[src/rtl/cc_cv_charge_controller_unit_macros.svh]
// Assertion macros used by the charge controller sequencer.
`ifndef CC_CV_CHARGE_CONTROLLER_UNIT_MACROS_SVH
`define CC_CV_CHARGE_CONTROLLER_UNIT_MACROS_SVH

// Consequent must hold in the same cycle as the antecedent.
`define CCC_ASSERT_NOW(lbl, ante, cons, msg) \
	lbl: assert property (@(posedge clk) disable iff (!arst_n) (ante) |-> (cons)) \
		else $error(msg);

// Consequent must hold in the cycle after the antecedent.
`define CCC_ASSERT_NEXT(lbl, ante, cons, msg) \
	lbl: assert property (@(posedge clk) disable iff (!arst_n) (ante) |=> (cons)) \
		else $error(msg);

`endif

[src/rtl/ccc_pkg.sv]
// Package: types and constants of the CC/CV charge controller.
`default_nettype none
package ccc_pkg;

	// register and field widths
	localparam int MINV_W   = 18;
	localparam int SPAN_W   = 17;
	localparam int MA_W     = 16;
	localparam int MV_W     = 18;
	localparam int MS_W     = 32;
	localparam int CFG_W    = 32;
	localparam int CFG_IDX_W = 3;
	localparam int POT_W    = 8;
	localparam int KICK_W   = 4;
	localparam int STEP_W   = 4;

	// register indexes
	localparam logic [CFG_IDX_W-1:0] CFG_MIN_VOLTAGE  = 3'd0;
	localparam logic [CFG_IDX_W-1:0] CFG_VOLTAGE_SPAN = 3'd1;
	localparam logic [CFG_IDX_W-1:0] CFG_RATED_CUR    = 3'd2;
	localparam logic [CFG_IDX_W-1:0] CFG_TARGET_VOLT  = 3'd3;
	localparam logic [CFG_IDX_W-1:0] CFG_CHARGE_CUR   = 3'd4;
	localparam logic [CFG_IDX_W-1:0] CFG_CUTOFF_CUR   = 3'd5;
	localparam logic [CFG_IDX_W-1:0] CFG_TEST_MODE    = 3'd6;
	localparam logic [CFG_IDX_W-1:0] CFG_IDLE_TIMEOUT = 3'd7;

	// register reset values
	localparam logic [MINV_W-1:0] RST_MIN_VOLTAGE  = 18'd64100;
	localparam logic [SPAN_W-1:0] RST_VOLTAGE_SPAN = 17'd24800;
	localparam logic [MA_W-1:0]   RST_RATED_CUR    = 16'd26400;
	localparam logic [MV_W-1:0]   RST_TARGET_VOLT  = 18'd70000;
	localparam logic [MA_W-1:0]   RST_CHARGE_CUR   = 16'd1000;
	localparam logic [MA_W-1:0]   RST_CUTOFF_CUR   = 16'd200;
	localparam logic              RST_TEST_MODE    = 1'b1;
	localparam logic [MS_W-1:0]   RST_IDLE_TIMEOUT = 32'd1800000;

	// fixed thresholds
	localparam logic [MV_W:0]     VOLT_MAX     = 19'd200000;
	localparam logic [MS_W-1:0]   EARLY_MS     = 32'd1100;
	localparam logic [MV_W:0]     OVERSHOOT_MV = 19'd1000;
	localparam logic [MA_W-1:0]   BAND_LOW_MA  = 16'd1000;
	localparam logic [MA_W-1:0]   BAND_HIGH_MA = 16'd5000;
	localparam logic [KICK_W-1:0] KICK_LIMIT   = 4'd10;
	localparam logic [STEP_W-1:0] DIV_STEPS    = 4'd8;

	typedef enum logic [2:0] {
		PH_SOFT  = 3'd0,
		PH_CC    = 3'd1,
		PH_CV    = 3'd2,
		PH_IDLE  = 3'd3,
		PH_DARK  = 3'd4,
		PH_FAULT = 3'd5
	} phase_t;

	typedef enum logic [1:0] {
		LED_OFF    = 2'd0,
		LED_RED    = 2'd1,
		LED_YELLOW = 2'd2,
		LED_GREEN  = 2'd3
	} led_t;

	typedef enum logic {
		SEQ_IDLE = 1'b0,
		SEQ_CALC = 1'b1
	} seq_state_t;

	// sequencer commands to the datapath and divider
	typedef struct packed {
		logic load;
		logic commit;
	} cmd_t;

	// status back to the sequencer
	typedef struct packed {
		logic div_done;
		logic out_busy;
	} sts_t;

endpackage
`default_nettype wire

[src/rtl/ccc_div.sv]
// Restoring divider for the current pot code, one quotient bit per cycle.
`default_nettype none
module ccc_div (
	input  wire logic                          clk,
	input  wire logic                          arst_n,
	input  wire logic                          start,
	input  wire logic [ccc_pkg::MA_W-1:0]      dividend,
	input  wire logic [ccc_pkg::MA_W-1:0]      divisor,
	output logic                               done,
	output logic [ccc_pkg::POT_W-1:0]          quotient
);

	logic [ccc_pkg::MA_W-1:0]   rem_q;
	logic [ccc_pkg::POT_W-1:0]  quo_q;
	logic                       sat_q;
	logic [ccc_pkg::STEP_W-1:0] cnt_q;
	logic                       done_q;
	logic [ccc_pkg::MA_W:0]     rem_sh;
	logic                       fits;

	// trial subtract of the shifted remainder
	always_comb begin
		rem_sh = {rem_q, 1'b0};
		fits   = (rem_sh >= {1'b0, divisor});
	end

	// control: step count and done flag
	always_ff @(posedge clk or negedge arst_n) begin
		if (!arst_n) begin
			cnt_q  <= '0;
			done_q <= 1'b0;
		end else if (start) begin
			cnt_q  <= ccc_pkg::DIV_STEPS;
			done_q <= 1'b0;
		end else if (cnt_q != '0) begin
			cnt_q <= cnt_q - 1'b1;
			if (cnt_q == ccc_pkg::STEP_W'(1)) begin
				done_q <= 1'b1;
			end
		end
	end

	// remainder and quotient; quotient >= 256 exactly when dividend >= divisor
	always_ff @(posedge clk) begin
		if (start) begin
			sat_q <= (dividend >= divisor);
			rem_q <= dividend;
			quo_q <= '0;
		end else if (cnt_q != '0) begin
			if (fits) begin
				rem_q <= ccc_pkg::MA_W'(rem_sh - {1'b0, divisor});
			end else begin
				rem_q <= rem_sh[ccc_pkg::MA_W-1:0];
			end
			quo_q <= {quo_q[ccc_pkg::POT_W-2:0], fits};
		end
	end

	assign done     = done_q;
	assign quotient = sat_q ? '1 : quo_q;

endmodule
`default_nettype wire

[src/rtl/ccc_ctrl.sv]
// Sequencer: accepts one sample item, waits for the datapath, commits the result.
`default_nettype none
`include "cc_cv_charge_controller_unit_macros.svh"
module ccc_ctrl (
	input  wire logic          clk,
	input  wire logic          arst_n,
	input  wire logic          in_valid,
	output logic               in_ready,
	input  wire ccc_pkg::sts_t sts,
	output ccc_pkg::cmd_t      cmd
);

	ccc_pkg::seq_state_t state_q, state_d;

	// next state
	always_comb begin
		state_d = state_q;
		case (state_q)
			ccc_pkg::SEQ_IDLE: begin
				if (in_valid) begin
					state_d = ccc_pkg::SEQ_CALC;
				end
			end
			ccc_pkg::SEQ_CALC: begin
				if (sts.div_done && !sts.out_busy) begin
					state_d = ccc_pkg::SEQ_IDLE;
				end
			end
			default: state_d = ccc_pkg::SEQ_IDLE;
		endcase
	end

	// outputs
	always_comb begin
		in_ready   = 1'b0;
		cmd.load   = 1'b0;
		cmd.commit = 1'b0;
		case (state_q)
			ccc_pkg::SEQ_IDLE: begin
				in_ready = 1'b1;
				cmd.load = in_valid;
			end
			ccc_pkg::SEQ_CALC: begin
				cmd.commit = sts.div_done && !sts.out_busy;
			end
			default: ;
		endcase
	end

	always_ff @(posedge clk or negedge arst_n) begin
		if (!arst_n) begin
			state_q <= ccc_pkg::SEQ_IDLE;
		end else begin
			state_q <= state_d;
		end
	end

	`CCC_ASSERT_NOW(a_commit_after_div, cmd.commit, sts.div_done, "commit before pot divide done")
	`CCC_ASSERT_NOW(a_commit_out_free, cmd.commit, !sts.out_busy, "commit over a waiting result")
	`CCC_ASSERT_NEXT(a_load_blocks_input, cmd.load, !in_ready, "input still open after load")
	`CCC_ASSERT_NEXT(a_load_clears_done, cmd.load, !sts.div_done, "divider done right after start")

endmodule
`default_nettype wire

[src/rtl/ccc_datapath.sv]
// Datapath: config registers, scaling pipeline, charge sequence state, result register.
`default_nettype none
module ccc_datapath #(
	parameter int CODE_BITS = 10
) (
	input  wire logic                             clk,
	input  wire logic                             arst_n,
	// configuration
	input  wire logic                             cfg_we,
	input  wire logic [ccc_pkg::CFG_IDX_W-1:0]    cfg_index,
	input  wire logic [ccc_pkg::CFG_W-1:0]        cfg_data,
	// sample payload
	input  wire logic [CODE_BITS-1:0]             voltage_code,
	input  wire logic [CODE_BITS-1:0]             current_code,
	input  wire logic [ccc_pkg::MS_W-1:0]         now_ms,
	// sequencer
	input  wire ccc_pkg::cmd_t                    cmd,
	output logic                                  out_busy,
	// divider
	output logic [ccc_pkg::MA_W-1:0]              div_dividend,
	output logic [ccc_pkg::MA_W-1:0]              div_divisor,
	input  wire logic [ccc_pkg::POT_W-1:0]        div_quotient,
	// result
	output logic                                  out_valid,
	input  wire logic                             out_ready,
	output logic [ccc_pkg::MV_W-1:0]              voltage_mv,
	output logic [ccc_pkg::MA_W-1:0]              current_ma,
	output logic [2:0]                            charge_state,
	output logic [1:0]                            led_color,
	output logic                                  output_enable,
	output logic                                  fans_on,
	output logic                                  display_on,
	output logic                                  watchdog_kick,
	output logic                                  pot_write,
	output logic [ccc_pkg::POT_W-1:0]             pot_code
);

	localparam int VP_W = CODE_BITS + ccc_pkg::SPAN_W;
	localparam int IP_W = CODE_BITS + ccc_pkg::MA_W;

	// configuration registers
	logic [ccc_pkg::MINV_W-1:0] min_volt_q;
	logic [ccc_pkg::SPAN_W-1:0] span_q;
	logic [ccc_pkg::MA_W-1:0]   rated_q;
	logic [ccc_pkg::MV_W-1:0]   target_q;
	logic [ccc_pkg::MA_W-1:0]   charge_q;
	logic [ccc_pkg::MA_W-1:0]   cutoff_q;
	logic                       test_mode_q;
	logic [ccc_pkg::MS_W-1:0]   timeout_q;

	// latched sample and scaling pipeline
	logic [CODE_BITS-1:0]       vcode_q, icode_q;
	logic [ccc_pkg::MS_W-1:0]   now_q;
	logic [VP_W-1:0]            vprod_s1;
	logic [IP_W-1:0]            iprod_s1;
	logic [ccc_pkg::MV_W:0]     volt_sum;
	logic [ccc_pkg::MV_W-1:0]   volt_s2;
	logic [ccc_pkg::MA_W-1:0]   cur_s2;

	// charge sequence state
	ccc_pkg::phase_t            phase_q, phase_d;
	ccc_pkg::led_t              led_q, led_d;
	logic [ccc_pkg::MS_W-1:0]   idle_start_q, idle_start_d;
	logic [ccc_pkg::KICK_W-1:0] kick_cnt_q, kick_cnt_d;
	logic                       out_on_q, out_on_d;
	logic                       fans_q, fans_d;
	logic                       disp_q, disp_d;
	logic                       kick_d, potw_d;
	logic [ccc_pkg::MS_W:0]     idle_end;
	logic [ccc_pkg::MV_W:0]     volt_limit;

	// result register
	logic                       out_valid_q;
	logic [ccc_pkg::MV_W-1:0]   voltage_mv_q;
	logic [ccc_pkg::MA_W-1:0]   current_ma_q;
	logic [2:0]                 charge_state_q;
	logic [1:0]                 led_color_q;
	logic                       output_enable_q, fans_on_q, display_on_q;
	logic                       watchdog_kick_q, pot_write_q;
	logic [ccc_pkg::POT_W-1:0]  pot_code_q;

	// register writes
	always_ff @(posedge clk or negedge arst_n) begin
		if (!arst_n) begin
			min_volt_q  <= ccc_pkg::RST_MIN_VOLTAGE;
			span_q      <= ccc_pkg::RST_VOLTAGE_SPAN;
			rated_q     <= ccc_pkg::RST_RATED_CUR;
			target_q    <= ccc_pkg::RST_TARGET_VOLT;
			charge_q    <= ccc_pkg::RST_CHARGE_CUR;
			cutoff_q    <= ccc_pkg::RST_CUTOFF_CUR;
			test_mode_q <= ccc_pkg::RST_TEST_MODE;
			timeout_q   <= ccc_pkg::RST_IDLE_TIMEOUT;
		end else if (cfg_we) begin
			case (cfg_index)
				ccc_pkg::CFG_MIN_VOLTAGE:  min_volt_q  <= cfg_data[ccc_pkg::MINV_W-1:0];
				ccc_pkg::CFG_VOLTAGE_SPAN: span_q      <= cfg_data[ccc_pkg::SPAN_W-1:0];
				ccc_pkg::CFG_RATED_CUR:    rated_q     <= cfg_data[ccc_pkg::MA_W-1:0];
				ccc_pkg::CFG_TARGET_VOLT:  target_q    <= cfg_data[ccc_pkg::MV_W-1:0];
				ccc_pkg::CFG_CHARGE_CUR:   charge_q    <= cfg_data[ccc_pkg::MA_W-1:0];
				ccc_pkg::CFG_CUTOFF_CUR:   cutoff_q    <= cfg_data[ccc_pkg::MA_W-1:0];
				ccc_pkg::CFG_TEST_MODE:    test_mode_q <= cfg_data[0];
				ccc_pkg::CFG_IDLE_TIMEOUT: timeout_q   <= cfg_data[ccc_pkg::MS_W-1:0];
				default: ;
			endcase
		end
	end

	// latch the sample item on acceptance
	always_ff @(posedge clk) begin
		if (cmd.load) begin
			vcode_q <= voltage_code;
			icode_q <= current_code;
			now_q   <= now_ms;
		end
	end

	// scaling: multiply, then shift, offset and saturate
	always_ff @(posedge clk) begin
		vprod_s1 <= VP_W'(vcode_q) * VP_W'(span_q);
		iprod_s1 <= IP_W'(icode_q) * IP_W'(rated_q);
	end

	assign volt_sum = {1'b0, min_volt_q}
		+ (ccc_pkg::MV_W+1)'(vprod_s1[VP_W-1:CODE_BITS]);

	always_ff @(posedge clk) begin
		volt_s2 <= (volt_sum > ccc_pkg::VOLT_MAX) ? ccc_pkg::VOLT_MAX[ccc_pkg::MV_W-1:0]
			: volt_sum[ccc_pkg::MV_W-1:0];
		// code*rated >> CODE_BITS stays below rated, so no saturation is needed
		cur_s2  <= iprod_s1[IP_W-1:CODE_BITS];
	end

	// divider operands
	assign div_dividend = charge_q;
	assign div_divisor  = rated_q;

	assign idle_end   = {1'b0, idle_start_q} + {1'b0, timeout_q};
	assign volt_limit = {1'b0, target_q} + ccc_pkg::OVERSHOOT_MV;

	// next charge sequence state for the current sample
	always_comb begin
		phase_d      = phase_q;
		led_d        = led_q;
		idle_start_d = idle_start_q;
		kick_cnt_d   = kick_cnt_q;
		out_on_d     = out_on_q;
		fans_d       = fans_q;
		disp_d       = disp_q;
		kick_d       = 1'b0;
		potw_d       = 1'b0;
		if (phase_q != ccc_pkg::PH_FAULT) begin
			case (phase_q)
				ccc_pkg::PH_SOFT: begin
					phase_d  = ccc_pkg::PH_CC;
					out_on_d = 1'b1;
					led_d    = ccc_pkg::LED_RED;
					potw_d   = 1'b1;
				end
				ccc_pkg::PH_CC: begin
					if (volt_s2 >= target_q) begin
						phase_d = ccc_pkg::PH_CV;
						led_d   = ccc_pkg::LED_YELLOW;
					end
				end
				ccc_pkg::PH_CV: begin
					if (cur_s2 <= cutoff_q && test_mode_q) begin
						phase_d      = ccc_pkg::PH_IDLE;
						idle_start_d = now_q;
						led_d        = ccc_pkg::LED_GREEN;
						out_on_d     = 1'b0;
						// early idle with overshoot: no battery connected
						if (now_q < ccc_pkg::EARLY_MS && {1'b0, volt_s2} > volt_limit) begin
							phase_d = ccc_pkg::PH_FAULT;
							fans_d  = 1'b0;
							led_d   = ccc_pkg::LED_RED;
						end
					end
					// current bands; band edges leave the LED as it is
					if (!test_mode_q) begin
						if (cur_s2 < ccc_pkg::BAND_LOW_MA) begin
							led_d = ccc_pkg::LED_GREEN;
						end else if (cur_s2 > ccc_pkg::BAND_LOW_MA
							&& cur_s2 < ccc_pkg::BAND_HIGH_MA) begin
							led_d = ccc_pkg::LED_YELLOW;
						end else if (cur_s2 > ccc_pkg::BAND_HIGH_MA) begin
							led_d = ccc_pkg::LED_RED;
						end
					end
				end
				ccc_pkg::PH_IDLE: begin
					if (idle_end < {1'b0, now_q}) begin
						phase_d = ccc_pkg::PH_DARK;
						disp_d  = 1'b0;
						fans_d  = 1'b0;
					end
				end
				default: ;
			endcase
			// watchdog: every 11th sample kicks
			if (phase_d != ccc_pkg::PH_FAULT) begin
				if (kick_cnt_q >= ccc_pkg::KICK_LIMIT) begin
					kick_d     = 1'b1;
					kick_cnt_d = '0;
				end else begin
					kick_cnt_d = kick_cnt_q + 1'b1;
				end
			end
		end
	end

	// charge sequence state, updated on commit
	always_ff @(posedge clk or negedge arst_n) begin
		if (!arst_n) begin
			phase_q      <= ccc_pkg::PH_SOFT;
			led_q        <= ccc_pkg::LED_OFF;
			idle_start_q <= '0;
			kick_cnt_q   <= '0;
			out_on_q     <= 1'b0;
			fans_q       <= 1'b1;
			disp_q       <= 1'b1;
		end else if (cmd.commit) begin
			phase_q      <= phase_d;
			led_q        <= led_d;
			idle_start_q <= idle_start_d;
			kick_cnt_q   <= kick_cnt_d;
			out_on_q     <= out_on_d;
			fans_q       <= fans_d;
			disp_q       <= disp_d;
		end
	end

	// result valid flag
	always_ff @(posedge clk or negedge arst_n) begin
		if (!arst_n) begin
			out_valid_q <= 1'b0;
		end else if (cmd.commit) begin
			out_valid_q <= 1'b1;
		end else if (out_ready) begin
			out_valid_q <= 1'b0;
		end
	end

	// result payload
	always_ff @(posedge clk) begin
		if (cmd.commit) begin
			voltage_mv_q    <= volt_s2;
			current_ma_q    <= cur_s2;
			charge_state_q  <= phase_d;
			led_color_q     <= led_d;
			output_enable_q <= out_on_d;
			fans_on_q       <= fans_d;
			display_on_q    <= disp_d;
			watchdog_kick_q <= kick_d;
			pot_write_q     <= potw_d;
			pot_code_q      <= div_quotient;
		end
	end

	assign out_busy      = out_valid_q && !out_ready;
	assign out_valid     = out_valid_q;
	assign voltage_mv    = voltage_mv_q;
	assign current_ma    = current_ma_q;
	assign charge_state  = charge_state_q;
	assign led_color     = led_color_q;
	assign output_enable = output_enable_q;
	assign fans_on       = fans_on_q;
	assign display_on    = display_on_q;
	assign watchdog_kick = watchdog_kick_q;
	assign pot_write     = pot_write_q;
	assign pot_code      = pot_code_q;

endmodule
`default_nettype wire

[src/rtl/cc_cv_charge_controller_unit.sv]
// A sample item is latched on acceptance and scaled while the 8-step
// pot-code divider runs; its result is committed once the divider is done.
// One item at a time. A finished result waits in the output register.
// Reset (arst_n low, asynchronous): config registers to defaults, soft start,
// LED off, output off, fans and display on, watchdog counter cleared.
// Top level: CC/CV charge controller, sequencer plus datapath plus pot divider.
`default_nettype none
module cc_cv_charge_controller_unit #(
	parameter int CODE_BITS = 10
) (
	input  wire logic                           clk,
	input  wire logic                           arst_n,
	// configuration write port
	input  wire logic                           cfg_we,
	input  wire logic [ccc_pkg::CFG_IDX_W-1:0]  cfg_index,
	input  wire logic [ccc_pkg::CFG_W-1:0]      cfg_data,
	// sample input channel
	input  wire logic                           in_valid,
	output logic                                in_ready,
	input  wire logic [CODE_BITS-1:0]           voltage_code,
	input  wire logic [CODE_BITS-1:0]           current_code,
	input  wire logic [ccc_pkg::MS_W-1:0]       now_ms,
	// result channel
	output logic                                out_valid,
	input  wire logic                           out_ready,
	output logic [ccc_pkg::MV_W-1:0]            voltage_mv,
	output logic [ccc_pkg::MA_W-1:0]            current_ma,
	output logic [2:0]                          charge_state,
	output logic [1:0]                          led_color,
	output logic                                output_enable,
	output logic                                fans_on,
	output logic                                display_on,
	output logic                                watchdog_kick,
	output logic                                pot_write,
	output logic [ccc_pkg::POT_W-1:0]           pot_code
);

	ccc_pkg::cmd_t              cmd;
	ccc_pkg::sts_t              sts;
	logic                       div_done;
	logic                       out_busy;
	logic [ccc_pkg::MA_W-1:0]   div_dividend, div_divisor;
	logic [ccc_pkg::POT_W-1:0]  div_quotient;

	assign sts.div_done = div_done;
	assign sts.out_busy = out_busy;

	ccc_ctrl u_ctrl (
		.clk      (clk),
		.arst_n   (arst_n),
		.in_valid (in_valid),
		.in_ready (in_ready),
		.sts      (sts),
		.cmd      (cmd)
	);

	ccc_div u_div (
		.clk      (clk),
		.arst_n   (arst_n),
		.start    (cmd.load),
		.dividend (div_dividend),
		.divisor  (div_divisor),
		.done     (div_done),
		.quotient (div_quotient)
	);

	ccc_datapath #(
		.CODE_BITS (CODE_BITS)
	) u_datapath (
		.clk           (clk),
		.arst_n        (arst_n),
		.cfg_we        (cfg_we),
		.cfg_index     (cfg_index),
		.cfg_data      (cfg_data),
		.voltage_code  (voltage_code),
		.current_code  (current_code),
		.now_ms        (now_ms),
		.cmd           (cmd),
		.out_busy      (out_busy),
		.div_dividend  (div_dividend),
		.div_divisor   (div_divisor),
		.div_quotient  (div_quotient),
		.out_valid     (out_valid),
		.out_ready     (out_ready),
		.voltage_mv    (voltage_mv),
		.current_ma    (current_ma),
		.charge_state  (charge_state),
		.led_color     (led_color),
		.output_enable (output_enable),
		.fans_on       (fans_on),
		.display_on    (display_on),
		.watchdog_kick (watchdog_kick),
		.pot_write     (pot_write),
		.pot_code      (pot_code)
	);

endmodule
`default_nettype wire
[config.mk]
export PLATFORM = sky130hd
export DESIGN_NAME = cc_cv_charge_controller_unit
export DESIGN_NICKNAME = d
export VERILOG_FILES = /design/src/rtl/ccc_pkg.sv /design/src/rtl/ccc_div.sv /design/src/rtl/ccc_ctrl.sv /design/src/rtl/ccc_datapath.sv /design/src/rtl/cc_cv_charge_controller_unit.sv
export VERILOG_INCLUDE_DIRS = /design/src /design/src/rtl
export SDC_FILE = /design/constraint.sdc
export NUM_CORES = 1
export LEC_CHECK = 0
export ABC_CLOCK_PERIOD_IN_PS = 6500
export BUFFER_PORTS_ARGS = -buffer_cell sky130_fd_sc_hd__clkbuf_2
export CAP_MARGIN = 0
export CORE_MARGIN = 3
export CORE_UTILIZATION = 63
export DETAILED_ROUTE_END_ITERATION = 8
export HOLD_SLACK_MARGIN = 0.05
export PLACE_DENSITY_LB_ADDON = 0.12
export SLEW_MARGIN = 30
export SYNTH_ARGS = -nofsm -noshare
export SYNTH_HDL_FRONTEND = slang
export SYNTH_SLANG_ARGS = --single-unit
[constraint.sdc]
create_clock -name clk -period 6.5 [get_ports clk]
set_input_delay 1.3 -clock clk [delete_from_list [all_inputs] [get_ports clk]]
set_output_delay 1.3 -clock clk [all_outputs]
set_load 0.005 [all_outputs]
**Word-level counts from Yosys, hierarchy flattened**

Cells that the tools add are included.

- $add $sub $neg: 6
- Multipliers: 2
- Div/mod/pow operators: 0
- Magnitude comparators: 13
- Equal/unequal tests: 13
- Shift-type cells: 0
- Mux-type cells: 46
- Bitwise operators: 1
- Reduce and logical (&&, ||, !) cells: 25

Operator list:

| operator | number |
|---|---|
| $mux W16 | 3 |
| $add A32 B32 Y33 | 1 |
| $lt A33 B32 Y1 | 1 |
| $lt A32 B11 Y1 const B | 1 |
| $mul A10 B17 Y27 | 1 |
| $mul A10 B16 Y26 | 1 |
| $mux W1 | 21 |
| $reduce_and A2 Y1 | 10 |
| $add A18 B10 Y19 const B | 1 |
| $add A18 B17 Y19 | 1 |
| $gt A18 B19 Y1 | 1 |
| $gt A19 B18 Y1 const B | 1 |
| $ge A18 B18 Y1 | 1 |
| $mux W3 | 6 |
| $ge A17 B16 Y1 | 1 |
| $ge A16 B16 Y1 | 1 |
| $gt A16 B10 Y1 const B | 1 |
| $gt A16 B13 Y1 const B | 1 |
| $le A16 B16 Y1 | 1 |
| $lt A16 B10 Y1 const B | 1 |
| $lt A16 B13 Y1 const B | 1 |
| $mux W2 | 8 |
| $sub A16 B16 Y16 | 1 |
| $eq A3 B2 Y1 const B | 4 |
| 19 further kinds | 36 |

- Register bits: 401
- Bits in latches: 0
- Memory bits (writable): 0
- ROM bits: 0
- Logic and storage cells: 145
- Memories: 0

**Longest topological paths before layout**

- Depth after elaboration: 11
- Depth in mapped cells: 23
- Depth with buffers taken out: 23

**Cells and area by module**

From an unflattened synthesis, not the netlist that was laid out.

- Cell total of the unflattened synthesis: 2,664
- Area total of the unflattened synthesis: 28,347.2 µm²

By module, submodules not included:

| module | instances | cells each | area an instance (µm²) |
|---|---|---|---|
| ccc_datapath | 1 | 2,379 | 25,675.9 |
| ccc_div | 1 | 279 | 2,611.3 |
| ccc_ctrl | 1 | 6 | 60.1 |

**Worst setup path before layout**

No wires, ideal clock.

- Kind: register to register
- From: register u_datapath.rated_q (netlist bit u_datapath.div_divisor[5])
- To: register u_datapath.iprod_s1[25]
- Data arrival time: 5,681 ps
- Data required time: 6,379 ps
- Path slack: 698 ps
- Stages on the path, launching flop included: 20
- Period minus slack after synthesis: 5,802 ps
- Cells stage by stage: dfstp_2 -> clkbuf_1 -> nand2_1 -> fa_1 -> fa_1 -> fa_1 -> fa_1 -> inv_1 -> fa_1 -> ha_1 -> a2111oi_2 -> o221ai_2 -> a41oi_2 -> a211oi_1 -> nor2_2 -> o21ai_2 -> or4_1 -> a31oi_1 -> o21bai_1 -> xnor2_1

- Cells in the longest elaborated chain, start to end: 1

Ends and longest elaborated chain:

| item | RTL line | source |
|---|---|---|
| from (decl) | ccc_datapath.sv:44 | `logic [ccc_pkg::MA_W-1:0] rated_q;` |
| from (signal assigned) | ccc_datapath.sv:87 | `rated_q <= ccc_pkg::RST_RATED_CUR;` |
| from (signal assigned) | ccc_datapath.sv:97 | `ccc_pkg::CFG_RATED_CUR: rated_q <= cfg_data[ccc_pkg::MA_W-1:0];` |
| $mul A10 B16 Y26 | ccc_datapath.sv:120 | `iprod_s1 <= IP_W'(icode_q) * IP_W'(rated_q);` |
| to (signal assigned) | ccc_datapath.sv:120 |  |
| to (decl) | ccc_datapath.sv:55 | `logic [IP_W-1:0] iprod_s1;` |

Every way passes these cells.
A chain may end at the register's enable or synchronous reset.

**Worst setup path in the final report**

- From: register u_datapath.icode_q[1]
- To: register u_datapath.iprod_s1[25]

- Cells in the longest elaborated chain, start to end: 1

Ends and longest elaborated chain:

| item | RTL line | source |
|---|---|---|
| from (decl) | ccc_datapath.sv:52 | `logic [CODE_BITS-1:0] vcode_q, icode_q;` |
| from (signal assigned) | ccc_datapath.sv:112 | `icode_q <= current_code;` |
| $mul A10 B16 Y26 | ccc_datapath.sv:120 |  |

Every way passes these cells.

==> impl_metrics.ini <==
[outcome]
status = finished, final reports clean

[logic_synthesis]
post-synth-top-count-cell = inv_1
yosysTopAreaCell = fa_1
synthCells = 2755
yosysTopAreaCellShare_pct = 16.1
synthTopCellsByCount = 327 x inv_1, 294 x nand2_1, 285 x ha_1
ys_ff_latch = 381
synth-main-ff-cell = dfrtp_1
yosysWarnings = 0
ys_types = 80
yosysSeqAreaShare_pct = 34.6
syn_area_um2 = 28400
synth_edf_count = 121
synth_async_sr_flop_share_pct = 48.6
ys_top_cells_by_area = fa_1 16%, edfxtp_1 13%, ha_1 13%, dfrtp_1 12%, dfxtp_1 5.3%
syn_avg_cell_area_um2 = 10.3
synth_fp_nets = 3361

[routing]
first_pass_iters = 7
via_per_inst = 5.80
wl_met2_mm = 31.5
vias = 20400
wire_per_inst_um = 19.6
drc_errors = 0
wl_met1_mm = 30.7
maxUsedRoutingLayer = met5
drt_iter0_drc = 1449
totalWireLength_mm = 68.9
ant_nets = 0
wl_met3_mm = 4.34

[clock_network]
ctsHoldBuffers = 0
cts.repair.resized = 0
cts_max_level = 2
cts_setup_buffers = 0
path_clk_slew_ps = 70
cts_num_sinks = 381
cts_buffer_depth = 3
clock_latency_ps = 600
cts_buffers = 43
cts_root_buffer = clkbuf_16
cts_tree = done

[sta]
worst_slew_pin_slew_ps = 963
slew_headroom_pct = 34.9
setup_viol = 0
skew_ps = 38.3
max_freq_ghz = 0.161
fin_crit_sh_pct = 95.6
setup_tns_ps = 0
rsz0062_at_grt = no
final-hold-violation-count = 0
slew_violations = 0
fin_hold_ws_ps = 321
period_needed_ps = 6220

[worst_setup_path]
crit_path_start_kind = flop
worst_setup_path_end_kind = flop
r2r-start = u_datapath.icode_q[1]
reg2reg_slack_ps = 280
cp_common_cell = fa_1
reg2regPathDepth = 18
crit_arrival_ps = 6690
cp_max_fo = 16
required_ps = 6980
cp_cell_sequence = nand2_1 > fa_1 > fa_1 > fa_1 > fa_1 > inv_1 > fa_1 > ha_1 > a2111oi_2 > o221ai_2 > a41oi_2 > a211oi_1 > nor2_2 > o21ai_2 > or4_1 > a31oi_1 > o21bai_1 > xnor2_1
critical_path_buf_inv_count = 1
cp_top_family = adder cells
critPathSlowestCell = edfxtp_1
crit_type = reg -> reg
rr_endpoint = u_datapath.iprod_s1[25]
max_stage_delay_ps = 690

[worst_hold_path]
hold_start = u_datapath.iprod_s1[25]
holdPathEnd = u_datapath.cur_s2[15]
holdPathStages = 0
hp-class = reg -> reg

[layout]
nNetsFinal = 3492
areaGrowthSynthToFinish_pct = 10.4
drive_above_1_share_pct = 16.0
num_antenna_cells = 0

[die]
core_area_um2 = 44400
ios = 146
die_h_um = 218
placement_rows = 77
dieArea_um2 = 47700
fp.dieW_um = 218
start_util_pct = 64.0

[grt]
grt_pass1_vias = 21000
grt_overflow = 0
grt_max_degree = 81
antenna_found_initial = 5
gr-usage-all-layers_pct = 29.8
grt_pass1_wl_mm = 112

[place]
hpwl_mm = 52.5
place_congestion = 0.945
port_buffers = 145

[run]
cap_viol_max_count = 0
[cells in the final DEF, fill, tap and decap left out, types with 16 or more instances in the layout]
cell / n
buf_4: 32
xnor2_1: 56
dfstp_2: 49
nand4_1: 26
inv_1: 327
nor2_1: 108
mux2_2: 119
a21o_1: 43
nand3_1: 35
o21a_1: 16
o21ai_0: 128
ha_1: 285
nor2b_1: 29
nand2b_1: 18
dfxtp_1: 75
xor2_1: 32
fa_1: 229
nand2_1: 294
clkbuf_2: 144
edfxtp_1: 121
a21oi_1: 109
clkbuf_16: 47
nor3_1: 43
dfrtp_1: 136
and2_1: 180
[how the worst max path moves through the flow]
stage | from | endpoint | slack, ps | cells after the start
after floorplan | u_datapath.div_divisor[5] | u_datapath.iprod_s1[25] | 700 | 19
after global placement | u_datapath.icode_q[2] | u_datapath.iprod_s1[25] | 540 | 18
after detailed placement | u_datapath.icode_q[2] | u_datapath.iprod_s1[25] | 330 | 18
after CTS | u_datapath.icode_q[2] | u_datapath.iprod_s1[25] | 340 | 18
after global routing | u_datapath.span_q[1] | u_datapath.vprod_s1[26] | 50 | 18
final | u_datapath.icode_q[1] | u_datapath.iprod_s1[25] | 280 | 18
[cell type report]
class / instances / area, um2
clock buffers: 53 / 1230
multi-input cells: 1953 / 17000
inverters: 329 / 1240
clock inverters: 27 / 330
fillers: 3332 / 13000
repair buffers: 178 / 986
well taps: 592 / 741
flip-flops and latches: 381 / 9830
[flip-flops by register name, indices dropped and copies added, names as in the netlist, 3 cells and up]
signal and count:
u_datapath.iprod_s1 16, u_datapath.vcode_q 10, u_datapath.div_dividend 16, u_datapath.current_ma 16
u_datapath.charge_state 3, u_datapath.vprod_s1 17, u_div.rem_q 16, u_datapath.div_divisor 16
u_datapath.kick_cnt_q 4, u_datapath.timeout_q 32, u_datapath.cur_s2 16, u_datapath.now_q 32
u_datapath.volt_s2 18, u_datapath.icode_q 10, u_datapath.phase_q 3, u_datapath.pot_code 8
u_datapath.voltage_mv 18, u_datapath.span_q 17, u_div.cnt_q 4, u_datapath.idle_start_q 32
u_div.quo_q 8, u_datapath.target_q 18, u_datapath.min_volt_q 18, u_datapath.cutoff_q 16
[routing by layer]
layer / track usage, % / up-vias
li1: - / 9521
met1: 42.2 / 10100
met2: 47.1 / 639
met3: 5.06 / 136
met4: 9.74 / 8
met5: 0 / -
[worst reg2reg max path: stages (launching register included)]
cell and delay [ps]:
edfxtp_1 690, nand2_1 170, fa_1 480, fa_1 550, fa_1 450, fa_1 550, inv_1 60, fa_1 500
ha_1 350, a2111oi_2 350, o221ai_2 180, a41oi_2 330, a211oi_1 180, nor2_2 180, o21ai_2 100, or4_1 450
a31oi_1 310, o21bai_1 120, xnor2_1 130
[per-stage QoR]
step | cell area, um2 | std cells | utilization, % | worst slack, ps
2_1_floorplan | 28400 | 2755 | - | 698
3_3_place_gp | 29800 | 3432 | 67.1 | 538
3_5_place_dp | 29800 | 3433 | 67.1 | 328
4_1_cts | 31400 | 3513 | 70.7 | 340
5_1_grt | 31400 | 3513 | 70.7 | 50.5
6_report | 31400 | 3513 | 70.7 | 283
[cell families after synthesis]
| kind of cell | share of synthesized area [%] |
|---|---|
| mux | 4.89 |
| buf+inv | 5.59 |
| compound gates | 9.63 |
| flops | 34.6 |
| xor+xnor | 2.71 |
| simple gates | 13.9 |
| fa+ha+maj | 28.7 |
Power is left out: the tool's default activity adds up to more than one toggle a clock period on the data nets, which glitch-free logic cannot reach.
